**config.mk**
```make
export PLATFORM = sky130hd
export DESIGN_NAME = fpst_ctrl
export DESIGN_NICKNAME = d
export VERILOG_FILES = /design/src/rtl/fpst_pkg.sv /design/src/rtl/fpst_ctrl.sv
export SDC_FILE = /design/constraint.sdc
export NUM_CORES = 1
export LEC_CHECK = 0
export BUFFER_PORTS_ARGS = -buffer_cell sky130_fd_sc_hd__buf_2
export CAP_MARGIN = 40
export CORE_MARGIN = 2
export CORE_UTILIZATION = 54
export CTS_BUF_LIST = sky130_fd_sc_hd__clkbuf_16
export DETAILED_ROUTE_END_ITERATION = 7
export HOLD_SLACK_MARGIN = 0.08
export PLACE_DENSITY = 0.82
export SLEW_MARGIN = 40
export SYNTH_ARGS = -nofsm -noshare
export SYNTH_HDL_FRONTEND = slang
export SYNTH_SLANG_ARGS = --single-unit
```
**constraint.sdc**
```tcl
create_clock -name clk -period 6.6 [get_ports clk]
set_input_delay 0 -clock clk [delete_from_list [all_inputs] [get_ports clk]]
set_output_delay 0 -clock clk [all_outputs]
set_load 0.005 [all_outputs]
```
**src/rtl/fpst_pkg.sv**
```systemverilog
// Shared types for the Fenwick prefix-sum table: request codes, controller commands and status.
package fpst_pkg;

	// Request codes carried on req_type
	typedef enum logic [1:0] {
		REQ_SET    = 2'd0,
		REQ_RANGE  = 2'd1,
		REQ_SEARCH = 2'd2
	} req_t;

	// Commands from the controller to the datapath
	typedef struct packed {
		logic clear;      // zero one entry of both stores
		logic load;       // capture a request transaction
		logic set_delta;  // form the delta and write the plain value
		logic tree_upd;   // add delta to the current tree node, step up
		logic pfx_acc;    // accumulate the current tree node, step down
		logic pfx_second; // start the lower-bound prefix walk
		logic src_cmp;    // search step: compare and advance
		logic src_skip;   // search step beyond the table: halve the step
		logic finish;     // register the result and strobe it
	} cmd_t;

	// Status from the datapath to the controller
	typedef struct packed {
		logic clr_last;   // clearing pass at its last entry
		logic err;        // request is flagged
		req_t kind;       // captured request code
		logic node_zero;  // walk index reached zero
		logic node_over;  // walk index beyond the table
		logic second;     // lower-bound walk in progress
		logic step_zero;  // search steps exhausted
		logic next_over;  // search candidate beyond the table
	} sts_t;

endpackage

```
**src/rtl/fpst_ctrl.sv**
```systemverilog
// Controller state machine for the Fenwick prefix-sum table.
module fpst_ctrl
	import fpst_pkg::*;
(
	input  logic clk,
	input  logic arst_n,
	input  logic start,
	input  sts_t sts,
	output cmd_t cmd,
	output logic busy
);

	typedef enum logic [11:0] {
		ST_CLEAR    = 12'b0000_0000_0001,
		ST_IDLE     = 12'b0000_0000_0010,
		ST_DISPATCH = 12'b0000_0000_0100,
		ST_SET_RD   = 12'b0000_0000_1000,
		ST_SET_WR   = 12'b0000_0001_0000,
		ST_UPD_RD   = 12'b0000_0010_0000,
		ST_UPD_WR   = 12'b0000_0100_0000,
		ST_PFX_RD   = 12'b0000_1000_0000,
		ST_PFX_ACC  = 12'b0001_0000_0000,
		ST_SRC_RD   = 12'b0010_0000_0000,
		ST_SRC_CMP  = 12'b0100_0000_0000,
		ST_DONE     = 12'b1000_0000_0000
	} state_t;

	state_t state_q, state_d;

	// state register; reset starts the clearing pass
	always_ff @(posedge clk or negedge arst_n) begin
		if (!arst_n) begin
			state_q <= ST_CLEAR;
		end else begin
			state_q <= state_d;
		end
	end

	assign busy = (state_q != ST_IDLE);

	// next state and commands
	always_comb begin
		state_d = state_q;
		cmd     = '0;
		case (state_q)
			ST_CLEAR: begin
				cmd.clear = 1'b1;
				if (sts.clr_last) begin
					state_d = ST_IDLE;
				end
			end
			ST_IDLE: begin
				if (start) begin
					cmd.load = 1'b1;
					state_d  = ST_DISPATCH;
				end
			end
			ST_DISPATCH: begin
				if (sts.err) begin
					state_d = ST_DONE;
				end else begin
					case (sts.kind)
						REQ_SET:    state_d = ST_SET_RD;
						REQ_RANGE:  state_d = ST_PFX_RD;
						REQ_SEARCH: state_d = ST_SRC_RD;
						default:    state_d = ST_DONE;
					endcase
				end
			end
			// set: read old plain value, then write the new value and form the delta
			ST_SET_RD: state_d = ST_SET_WR;
			ST_SET_WR: begin
				cmd.set_delta = 1'b1;
				state_d       = ST_UPD_RD;
			end
			// update path: read-modify-write per node
			ST_UPD_RD: begin
				if (sts.node_over) begin
					state_d = ST_DONE;
				end else begin
					state_d = ST_UPD_WR;
				end
			end
			ST_UPD_WR: begin
				cmd.tree_upd = 1'b1;
				state_d      = ST_UPD_RD;
			end
			// range: walk r+1 adding, then l subtracting
			ST_PFX_RD: begin
				if (sts.node_zero) begin
					if (sts.second) begin
						state_d = ST_DONE;
					end else begin
						cmd.pfx_second = 1'b1;
					end
				end else begin
					state_d = ST_PFX_ACC;
				end
			end
			ST_PFX_ACC: begin
				cmd.pfx_acc = 1'b1;
				state_d     = ST_PFX_RD;
			end
			// search: binary descent over power-of-two steps
			ST_SRC_RD: begin
				if (sts.step_zero) begin
					state_d = ST_DONE;
				end else if (sts.next_over) begin
					cmd.src_skip = 1'b1;
				end else begin
					state_d = ST_SRC_CMP;
				end
			end
			ST_SRC_CMP: begin
				cmd.src_cmp = 1'b1;
				state_d     = ST_SRC_RD;
			end
			ST_DONE: begin
				cmd.finish = 1'b1;
				state_d    = ST_IDLE;
			end
			default: state_d = ST_IDLE;
		endcase
	end

endmodule

```
==> summary.md, run 1 <==
| Metric | Value |
|---|---|
| Run status | `complete, no violations` |
| Top cells by count, synth | `nor2_1 (15), dfrtp_1 (11), nor3_1 (6)` |
| Syn nets | `101` |
| Area grow syn2layout | `32.44%` |
| FP Rows | `13` |
| Initial Utilization | `59.85%` |
| Initial antenna violation count | `0` |
| Share of layout cells above drive strength 1 | `26.50%` |
| Final setup viols | `0` |
| Post-synthesis sequential element count | `12` |
| Worst-path fanout max | `7` |
| Post-route DRC | `0` |
| Post-synthesis sequential area ratio | `37.77%` |
| Bufs on Longest Clock Path | `2` |
| Crit end category | `flop` |
| First-pass GRT wire length | `3532 um` |
| PortBufs | `21` |
| DRT iter0 DRCs | `23` |
| Vias in the first global route | `797` |
| FMAX | `355.1 MHz` |
| Ys flop type | `dfrtp_1` |
| Worst vdd ir | `0.0001677 V` |
| Post-synth top area cell | `dfrtp_1` |
| CP cell instances | `or4_4, or3_1, or4_4, nor3_1, dlygate4sd3_1` |
| Top reg by flops | `state_q` |
| P_int | `211.5 uW` |
| Max reg flops | `12` |
| Relative slew slack | `75.61%` |
| Slew @ Worst Pin | `0.3649 ns` |
| WP data arrival | `2.99 ns` |
| Total routed wirelength | `2031 um` |
| Syn Area/Cell | `8.969 um^2` |
| Count leader, synth | `nor2_1` |
| CTS H-tree depth | `1` |
| Clk pin slew, worst setup/hold paths | `0.04 ns` |
| Die ar. | `0.001802 mm^2` |
| CTS sink cnt | `12` |
| GRT Overall Usage | `26.27%` |
| GPL Wtd Cong | `0.9360` |
| Synth unique cells | `32` |
| Die width | `42.45 um` |
| Sequential share of power | `30.5%` |
| P per Cell Area | `298.6 mW/mm^2` |
| Post-DP HPWL | `1395 um` |
| Total CTS buffers | `3` |
| Core Footprint | `0.001334 mm^2` |
| Remaining Overflow, GRT | `0` |
| Via/cell ratio | `6.197` |
| Largest regs | `state_q x12` |
| Cell mode on critical path | `or4_4` |
| Post-route ant nets | `0` |
| Crit path launch type | `flop` |
| Post-synth EDFFs | `0` |
| CP bufs+invs | `1` |
| Clk_lat worst skew | `0.24 ns` |
| Wire length per cell | `15.39 um` |
| Die Height | `42.45 um` |
| Top cells by area, synth | `dfrtp_1 (34%), nor2_1 (7.1%), and4b_1 (5.0%), nor3_1 (3.8%), nand3b_1 (3.8%)` |
| NetSw | `104.2 uW` |
| Crit Path Class | `reg2reg` |
| Slowest CP cell | `or4_4` |
| Final period util | `42.67%` |
| DR pass1 iterations | `4` |
| Tightest Hold Check Type | `in2async` |
| Max-slew violations | `0` |
| Crit-path leading delay family | `simple AND/OR/NAND/NOR gates` |
| Antenna Cells | `0` |
| Layout net count | `130` |
| Fin Setup TNS | `0 ns` |
| IO Count | `22` |
| Largest net degree at the start of global routing | `13` |
| Mapped Cells | `89` |
| Req. time, crit path | `6.77 ns` |
| Final hold violation count | `0` |
| Top-area cell type share of the netlist area | `34.48%` |
| Vias | `818` |
| Sw Ratio | `33.01%` |
| Min Clock Period, post-route | `2.816 ns` |
| Netlist Area Pre-Place | `798.3 um^2` |
| Leakage | `0.5075 nW` |
| Max incr delay on CP | `0.57 ns` |
| CTS tree | `built` |
| Root Buffer | `clkbuf_16` |
| RSZ-0062 raised after global routing | `no` |
| Ys async rst share | `100.0%` |
| Fin util | `79.27%` |
| Max-capacitance violation count | `0` |
| Ys Warns | `0` |
| Clock skew after layout | `0.0005334 ns` |
| Cell area after layout | `0.001057 mm^2` |
| Comb pwr share | `35.0%` |
| Post-DP Area | `888.4 um^2` |
| Clock power frac | `34.5%` |
==> worst paths after layout <==
| check | from | end | slack, ns | cells after the start |
|---|---|---|---|---|
| worst min-delay path | arst_n | state_q[4] | 0.16 | 2 |
| worst min register to register | state_q[0] | state_q[0] | 0.55 | 2 |
| worst max-delay path | state_q[4] | state_q[3] | 3.78 | 5 |
| min in group clk | sts[2] | state_q[7] | 0.21 | 3 |
| max in group asynchronous | arst_n | state_q[0] | 6.17 | 2 |
| worst max register to register | state_q[4] | state_q[3] | 3.78 | 5 |
==> layout make-up <==
class,instances,area (um^2)
Sequential cell,12,301.5
Clock inverter,1,3.754
Timing Repair Buffer,30,195.2
Tap cell,15,18.77
Inverter,2,7.507
Multi-Input combinational cell,69,455.4
Fill cell,96,276.5
Clock buffer,3,75.07
==> routing by layer <==
metal  vias up  track usage, %  wire length (um)
met5         -               0                 0
met4         0           9.375                12
met3         2           8.190               175
met2        45           39.08               967
met1       382           35.75               875
li1        389               -                 -
==> cells by family (layout without fill, tap and decap cells) <==
logic type             count (synthesis)  in the layout  synth area share, %
AND/OR/NAND/NOR                       53             53                42.32
buffers and inverters                  8             36                5.172
flip-flops                            12             12                37.77
XOR/XNOR                               3              3                3.292
AO/OA/AOI/OAI                         13             13                11.44
==> power by group through the flow <==
stage	Combinational, mW	Clock, mW	Sequential [mW]
after floorplan	0.0823	0	0.0921
after global placement	0.102	0	0.0963
after detailed placement	0.103	0	0.0966
after CTS	0.108	0.111	0.0957
after global routing	0.123	0.113	0.0979
final	0.110	0.109	0.0963
==> through the flow <==
step / instances / hold WS (ns) / power, mW / setup WS (ns)
floorplan: 89 / -0.2956 / 0.1745 / 4.327
global placement: 119 / -0.1146 / 0.1988 / 4.256
detailed placement: 119 / -0.1176 / 0.1993 / 4.265
CTS: 132 / 0.1661 / 0.3146 / 3.832
global route: 132 / 0.2056 / 0.3343 / 3.668
finish: 132 / 0.1625 / 0.3157 / 3.784
==> cells in the final DEF, fill, tap and decap left out, drive strengths merged <==
| cell type | netlist | routed |
|---|---|---|
| a211o | 1 | 1 |
| a21oi | 3 | 3 |
| a221oi | 1 | 1 |
| and4b | 4 | 4 |
| buf | 4 | 21 |
| clkbuf | 2 | 3 |
| dfrtp | 11 | 11 |
| dfstp | 1 | 1 |
| dlygate4sd3 | 0 | 9 |
| inv | 2 | 3 |
| nand2 | 3 | 3 |
| nand2b | 2 | 2 |
| nand3b | 4 | 4 |
| nand4 | 1 | 1 |
| nor2 | 15 | 15 |
| nor3 | 6 | 6 |
| nor3b | 3 | 3 |
| nor4 | 3 | 3 |
| nor4b | 4 | 4 |
| o2111ai | 1 | 1 |
| o21a | 1 | 1 |
| o21ai | 3 | 3 |
| o21ba | 1 | 1 |
| o32ai | 2 | 2 |
| or2 | 1 | 1 |
| or3 | 2 | 2 |
| or4 | 5 | 5 |
| xnor2 | 1 | 1 |
| xor2 | 2 | 2 |
==> repair_timing <==
action | in CTS | in global routing
endpoints found under the hold margin | 19 | 0
hold buffers | 9 | 0
setup buffers | 0 | 0
gates resized for setup | 0 | 0
(Power assumes the default switching activity.)
==> run 2: changes to the inputs <==
Settings changed: CORE_UTILIZATION 54 to 45, PLACE_DENSITY 0.82 to 0.73.
Clock period 6.6 ns to 2.39 ns, I/O delays scaled along.
==> run 2 against run 1 <==
  * Maximum frequency increased by 26%
  * Sequential cell count unchanged
  * Total power increased to 2.9 times the previous value
  * Wire length increased by 8.7%
  * Via count increased by 0.98%
  * Register-to-register slack got worse by 3.6 ns
  * Largest power group unchanged
  * Highest routed layer unchanged
  * Count of clock-buffer cells in the layout unchanged
  * Utilization decreased by 13 points
==> summary.md, run 2 (synthesis results as in run 1) <==
| Metric | Value |
|---|---|
| Vias | `826 (was 818)` |
| Req. time, crit path | `2.50 ns (was 6.77 ns)` |
| Relative slew slack | `72.81% (was 75.61%)` |
| Initial antenna violation count | `0 (unchanged)` |
| CTS H-tree depth | `1 (unchanged)` |
| First-pass GRT wire length | `3546 um (was 3532 um)` |
| RSZ-0062 raised after global routing | `no (unchanged)` |
| Place WS | `0.1859 ns (was 4.265 ns)` |
| Max-capacitance violation count | `0 (unchanged)` |
| Fill cells | `141 (was 96)` |
| Die Height | `46.12 um (was 42.45 um)` |
| Worst vdd ir | `0.0005194 V (was 0.0001677 V)` |
| Clock power frac | `33.5% (was 34.5%)` |
| WP data arrival | `2.34 ns (was 2.99 ns)` |
| FP Rows | `15 (was 13)` |
| Post-DP Area | `950.9 um^2 (was 888.4 um^2)` |
| Leakage | `0.5466 nW (was 0.5075 nW)` |
| Bufs on Longest Clock Path | `2 (unchanged)` |
| Max-slew violations | `0 (unchanged)` |
| Total routed wirelength | `2208 um (was 2031 um)` |
| Sequential Area | `301.5 um^2 (unchanged)` |
| Post-DP HPWL | `1590 um (was 1395 um)` |
| Share of layout cells above drive strength 1 | `31.20% (was 26.50%)` |
| Die ar. | `0.002127 mm^2 (was 0.001802 mm^2)` |
| Via/cell ratio | `5.817 (was 6.197)` |
| Crit path launch type | `flop (unchanged)` |
| GRT Overall Usage | `24.29% (was 26.27%)` |
| Total CTS buffers | `3 (unchanged)` |
| Worst-path fanout max | `7 (unchanged)` |
| Comb pwr share | `38.6% (was 35.0%)` |
| Run status | `complete, no violations (unchanged)` |
| Max reg flops | `12 (unchanged)` |
| PortBufs | `21 (unchanged)` |
| CTS tree | `built (unchanged)` |
| Sw Ratio | `32.89% (was 33.01%)` |
| Post-CTS setup buffer count | `0 (unchanged)` |
| Clk_lat worst skew | `0.24 ns (about the same)` |
| Remaining Overflow, GRT | `0 (unchanged)` |
| IO Count | `22 (unchanged)` |
| Tightest Hold Check Type | `in2async (unchanged)` |
| GPL Wtd Cong | `0.8734 (was 0.9360)` |
| Core Footprint | `0.001689 mm^2 (was 0.001334 mm^2)` |
| Most frequent cells in the layout | `buf_2 (21), nor2_1 (15), dfrtp_1 (11), dlygate4sd3_1 (9), buf_4 (8) (was buf_2 (21), nor2_1 (15), dfrtp_1 (11), dlygate4sd3_1 (9), nor3_1 (6))` |
| Slowest CP cell | `or4_1 (was or4_4)` |
| FMAX | `447.9 MHz (was 355.1 MHz)` |
| Die width | `46.12 um (was 42.45 um)` |
| Vias in the first global route | `788 (was 797)` |
| NetSw | `302.2 uW (was 104.2 uW)` |
| P_int | `616.7 uW (was 211.5 uW)` |
| Max incr delay on CP | `0.56 ns (was 0.57 ns)` |
| Top reg by flops | `state_q (unchanged)` |
| Crit Path Class | `reg2reg (unchanged)` |
| Crit end category | `flop (unchanged)` |
| Largest regs | `state_q x12 (unchanged)` |
| DRT iter0 DRCs | `22 (was 23)` |
| CP cell instances | `or4_1, or3_1, buf_4, nor3_1, or4_1, o32ai_1 (was or4_4, or3_1, or4_4, nor3_1, dlygate4sd3_1)` |
| Final period util | `93.42% (was 42.67%)` |
| Initial Utilization | `47.26% (was 59.85%)` |
| Clock skew after layout | `0.002735 ns (was 0.0005334 ns)` |
| Cell mode on critical path | `or4_1 (was or4_4)` |
| DR pass1 iterations | `4 (unchanged)` |
| Commonest non-fill, non-tap cell in the layout | `buf_2 (unchanged)` |
| Fin util | `66.30% (was 79.27%)` |
| Crit-path leading delay family | `simple AND/OR/NAND/NOR gates (unchanged)` |
| Layout net count | `138 (was 130)` |
| Min Clock Period, post-route | `2.233 ns (was 2.816 ns)` |
| R2r setup slk | `0.16 ns (was 3.78 ns)` |
| Multi-input logic area | `455.4 um^2 (unchanged)` |
| P per Cell Area | `820.6 mW/mm^2 (was 298.6 mW/mm^2)` |
| Final setup viols | `0 (unchanged)` |
| Clk pin slew, worst setup/hold paths | `0.04 ns (about the same)` |
| Fin worst setup slack | `0.1574 ns (was 3.784 ns)` |
| Sequential share of power | `27.9% (was 30.5%)` |
| Largest net degree at the start of global routing | `13 (unchanged)` |
| Slew @ Worst Pin | `0.4041 ns (was 0.3649 ns)` |
| Antenna Cells | `0 (unchanged)` |
| CTS sink cnt | `12 (unchanged)` |
| Post-route ant nets | `0 (unchanged)` |
| Cell area after layout | `0.001120 mm^2 (was 0.001057 mm^2)` |
| Area grow syn2layout | `40.28% (was 32.44%)` |
| Root Buffer | `clkbuf_16 (unchanged)` |
| Wire length per cell | `15.55 um (was 15.39 um)` |
| Fin Setup TNS | `0 ns (unchanged)` |
| Final hold violation count | `0 (unchanged)` |
| CP bufs+invs | `1 (unchanged)` |
| Post-route DRC | `0 (unchanged)` |
==> run 2: cell count changes in the layout (fill, tap and decap cells not counted), sizes merged <==
cell / change
buf: +8
==> run 2: repair_timing <==
item	in CTS	in global routing
endpoints found under the hold margin	20	0
hold buffers	9	0
gates resized for setup	0	0
==> run 2: worst register-to-register path, delay by kind of cell, from the launching register on <==
family	cells	cell delay [ns]
AO/OA/AOI/OAI	1	0.10
AND/OR/NAND/NOR	4	1.39
flip-flops	1	0.44
buffers and inverters	1	0.17
==> run 2: power by group through the flow <==
stage	Sequential (mW)	Clock [mW]	Combinational (mW)
floorplan	0.254	0	0.227
global placement	0.256	0	0.332
detailed placement	0.257	0	0.335
CTS	0.255	0.313	0.352
global route	0.260	0.324	0.391
finish	0.256	0.308	0.355
==> run 2: stage by stage <==
stage / std cells / hold WS (ns) / total power [mW]
6_report: 142 / 0.1680 / 0.9189
5_1_grt: 142 / 0.2017 / 0.9759
4_1_cts: 142 / 0.1778 / 0.9187
3_5_place_dp: 129 / -0.1051 / 0.5922
3_3_place_gp: 129 / -0.1092 / 0.5882
2_1_floorplan: 89 / -0.2956 / 0.4818
==> run 2: final cells by class <==
type	instances	share of cell area, %
well taps	17	1.899
clock inverters	1	0.3352
clock buffers	3	6.704
flip-flops and latches	12	26.93
repair buffers	38	22.79
inverters	2	0.6704
multi-input cells	69	40.67
==> run 2: metal layers <==
layer,share of wire [%],wire (um),track usage (%),up-vias
li1,-,-,-,406
met5,0,0,0,-
met1,42,937,30.49,387
met4,2.3,50,10.29,0
met3,4.1,90,3.922,7
met2,51,1129,40.83,26
==> run 2: worst paths after layout <==
check	to	start	cells after the start
max in group asynchronous	state_q[0]	arst_n	2
hold reg to reg	state_q[0]	state_q[0]	2
hold / removal	state_q[6]	arst_n	2
min in group clk	state_q[9]	sts[0]	3
setup / recovery	state_q[1]	state_q[9]	6
setup reg to reg	state_q[1]	state_q[9]	6
==> run 3: changes to the inputs <==
Settings changed: CORE_MARGIN 2 to 10.
==> run 3 against run 2 <==
  * Sequential share of layout area decreased by 0.47 points
  * Utilization increased by 0.44 points
  * Count of clock-buffer cells in the layout unchanged
  * Global-route usage decreased by 11 points
  * Critical endpoint is now state_q[9]
  * Highest routed layer unchanged
==> summary.md, run 3 (synthesis results as in run 1) <==
| Metric | Value |
|---|---|
| Vias in the first global route | `886 (was 788)` |
| Clk pin slew, worst setup/hold paths | `0.04 ns (about the same)` |
| Req. time, crit path | `2.57 ns (was 2.50 ns)` |
| Post-route DRC | `0 (unchanged)` |
| CP bufs+invs | `0 (was 1)` |
| Post-route ant nets | `0 (unchanged)` |
| Die width | `62.12 um (was 46.12 um)` |
| Final setup viols | `0 (unchanged)` |
| Tightest Hold Check Type | `in2async (unchanged)` |
| GPL Wtd Cong | `0.8996 (was 0.8734)` |
| Crit end category | `flop (unchanged)` |
| Clk_lat worst skew | `0.24 ns (about the same)` |
| Slew @ Worst Pin | `0.3589 ns (was 0.4041 ns)` |
| Most frequent cells in the layout | `buf_2 (21), nor2_1 (15), dfrtp_1 (11), dlygate4sd3_1 (9), buf_4 (9) (was buf_2 (21), nor2_1 (15), dfrtp_1 (11), dlygate4sd3_1 (9), buf_4 (8))` |
| RSZ-0062 raised after global routing | `no (unchanged)` |
| PortBufs | `21 (unchanged)` |
| Final hold violation count | `0 (unchanged)` |
| CTS tree | `built (unchanged)` |
| Area grow syn2layout | `42.79% (was 40.28%)` |
| Fin Setup TNS | `0 ns (unchanged)` |
| Final period util | `92.78% (was 93.42%)` |
| Crit path launch type | `flop (unchanged)` |
| Layout net count | `139 (was 138)` |
| Root Buffer | `clkbuf_16 (unchanged)` |
| Slowest CP cell | `or4_4 (was or4_1)` |
| Initial Utilization | `46.74% (was 47.26%)` |
| Post-DP Area | `968.4 um^2 (was 950.9 um^2)` |
| Vias | `855 (was 826)` |
| Post-DP HPWL | `1778 um (was 1590 um)` |
| Largest regs | `state_q x12 (unchanged)` |
| Commonest non-fill, non-tap cell in the layout | `buf_2 (unchanged)` |
| Total CTS buffers | `3 (unchanged)` |
| Max incr delay on CP | `0.55 ns (was 0.56 ns)` |
| Max reg flops | `12 (unchanged)` |
| Cell area after layout | `0.001140 mm^2 (was 0.001120 mm^2)` |
| Leakage | `0.5483 nW (was 0.5466 nW)` |
| Crit-path leading delay family | `simple AND/OR/NAND/NOR gates (unchanged)` |
| Crit Path Class | `reg2reg (unchanged)` |
| Core Footprint | `0.001708 mm^2 (was 0.001689 mm^2)` |
| Share of layout cells above drive strength 1 | `31.75% (was 31.20%)` |
| DRT iter0 DRCs | `19 (was 22)` |
| Run status | `complete, no violations (unchanged)` |
| Largest net degree at the start of global routing | `13 (unchanged)` |
| CTS H-tree depth | `1 (unchanged)` |
| FMAX | `451.0 MHz (was 447.9 MHz)` |
| Initial antenna violation count | `1 (was 0)` |
| Remaining Overflow, GRT | `0 (unchanged)` |
| DR pass1 iterations | `4 (unchanged)` |
| Worst vdd ir | `0.0005389 V (was 0.0005194 V)` |
| Max-capacitance violation count | `0 (unchanged)` |
| Clock skew after layout | `0.0005790 ns (was 0.002735 ns)` |
| Via/cell ratio | `5.625 (was 5.817)` |
| GRT Overall Usage | `12.97% (was 24.29%)` |
| CTS sink cnt | `12 (unchanged)` |
| Total routed wirelength | `2428 um (was 2208 um)` |
| Total power | `929.1 uW (was 918.9 uW)` |
| Relative slew slack | `75.85% (was 72.81%)` |
| Die Height | `62.12 um (was 46.12 um)` |
| Max-slew violations | `0 (unchanged)` |
| Worst-path fanout max | `3 (was 7)` |
| WHS | `0.1850 ns (was 0.1680 ns)` |
| First-pass GRT wire length | `4050 um (was 3546 um)` |
| FP Rows | `15 (unchanged)` |
| Min Clock Period, post-route | `2.217 ns (was 2.233 ns)` |
| P per Cell Area | `815.1 mW/mm^2 (was 820.6 mW/mm^2)` |
| WP data arrival | `2.40 ns (was 2.34 ns)` |
| Bufs on Longest Clock Path | `2 (unchanged)` |
| Fin worst setup slack | `0.1725 ns (was 0.1574 ns)` |
| Wire length per cell | `15.97 um (was 15.55 um)` |
| Die ar. | `0.003858 mm^2 (was 0.002127 mm^2)` |
| Fill cells | `141 (unchanged)` |
| Place WS | `0.1813 ns (was 0.1859 ns)` |
| CP cell instances | `or4_4, or3_1, or4_4, nor3b_2, or3_1 (was or4_1, or3_1, buf_4, nor3_1, or4_1, o32ai_1)` |
| IO Count | `22 (unchanged)` |
| Top reg by flops | `state_q (unchanged)` |
## run 3: power breakdown
part / total [mW] / switching (mW) / internal (mW)
registers: 0.256 / 0.0269 / 0.229
logic: 0.362 / 0.193 / 0.169
clock network: 0.312 / 0.0910 / 0.221
## run 3: final timing paths
path                       slack [ns]    endpoint       start  cells past startpoint
setup / recovery                 0.17  state_q[9]  state_q[4]                      5
hold / removal                   0.18  state_q[3]      arst_n                      2
setup reg to reg                 0.17  state_q[9]  state_q[4]                      5
hold reg to reg                  0.56  state_q[0]  state_q[0]                      2
max in group asynchronous        1.93  state_q[0]      arst_n                      2
min in group clk                 0.20  state_q[7]      sts[2]                      3
## run 3: per-stage QoR
step,std cells,util (%)
2_1_floorplan,89,-
3_3_place_gp,138,56.70
3_5_place_dp,138,56.70
4_1_cts,151,66.59
5_1_grt,152,66.74
6_report,152,66.74
## run 3: cell type report
class | instances | area (um^2) | share of cell area [%]
Antenna cell | 1 | 2.502 | 0.2195
Clock buffer | 3 | 75.07 | 6.586
Timing Repair Buffer | 39 | 262.8 | 23.05
Multi-Input combinational cell | 69 | 455.4 | 39.96
Clock inverter | 1 | 3.754 | 0.3293
Inverter | 2 | 7.507 | 0.6586
Sequential cell | 12 | 301.5 | 26.45
Tap cell | 25 | 31.28 | 2.744
## run 3: timing repair
action,4_1_cts,5_1_grt
resized for setup,0,0
hold buffers,9,0
hold endpoints to repair,20,0
buffers inserted,0,0
## run 3: metal layers
metal | GRT usage, % | share of wire (%) | routed length [um]
met1 | 13.73 | 41 | 990
met3 | 4.122 | 5.3 | 129
met5 | 0 | 0 | 0
met2 | 21.67 | 50 | 1219
met4 | 8.286 | 3.6 | 88
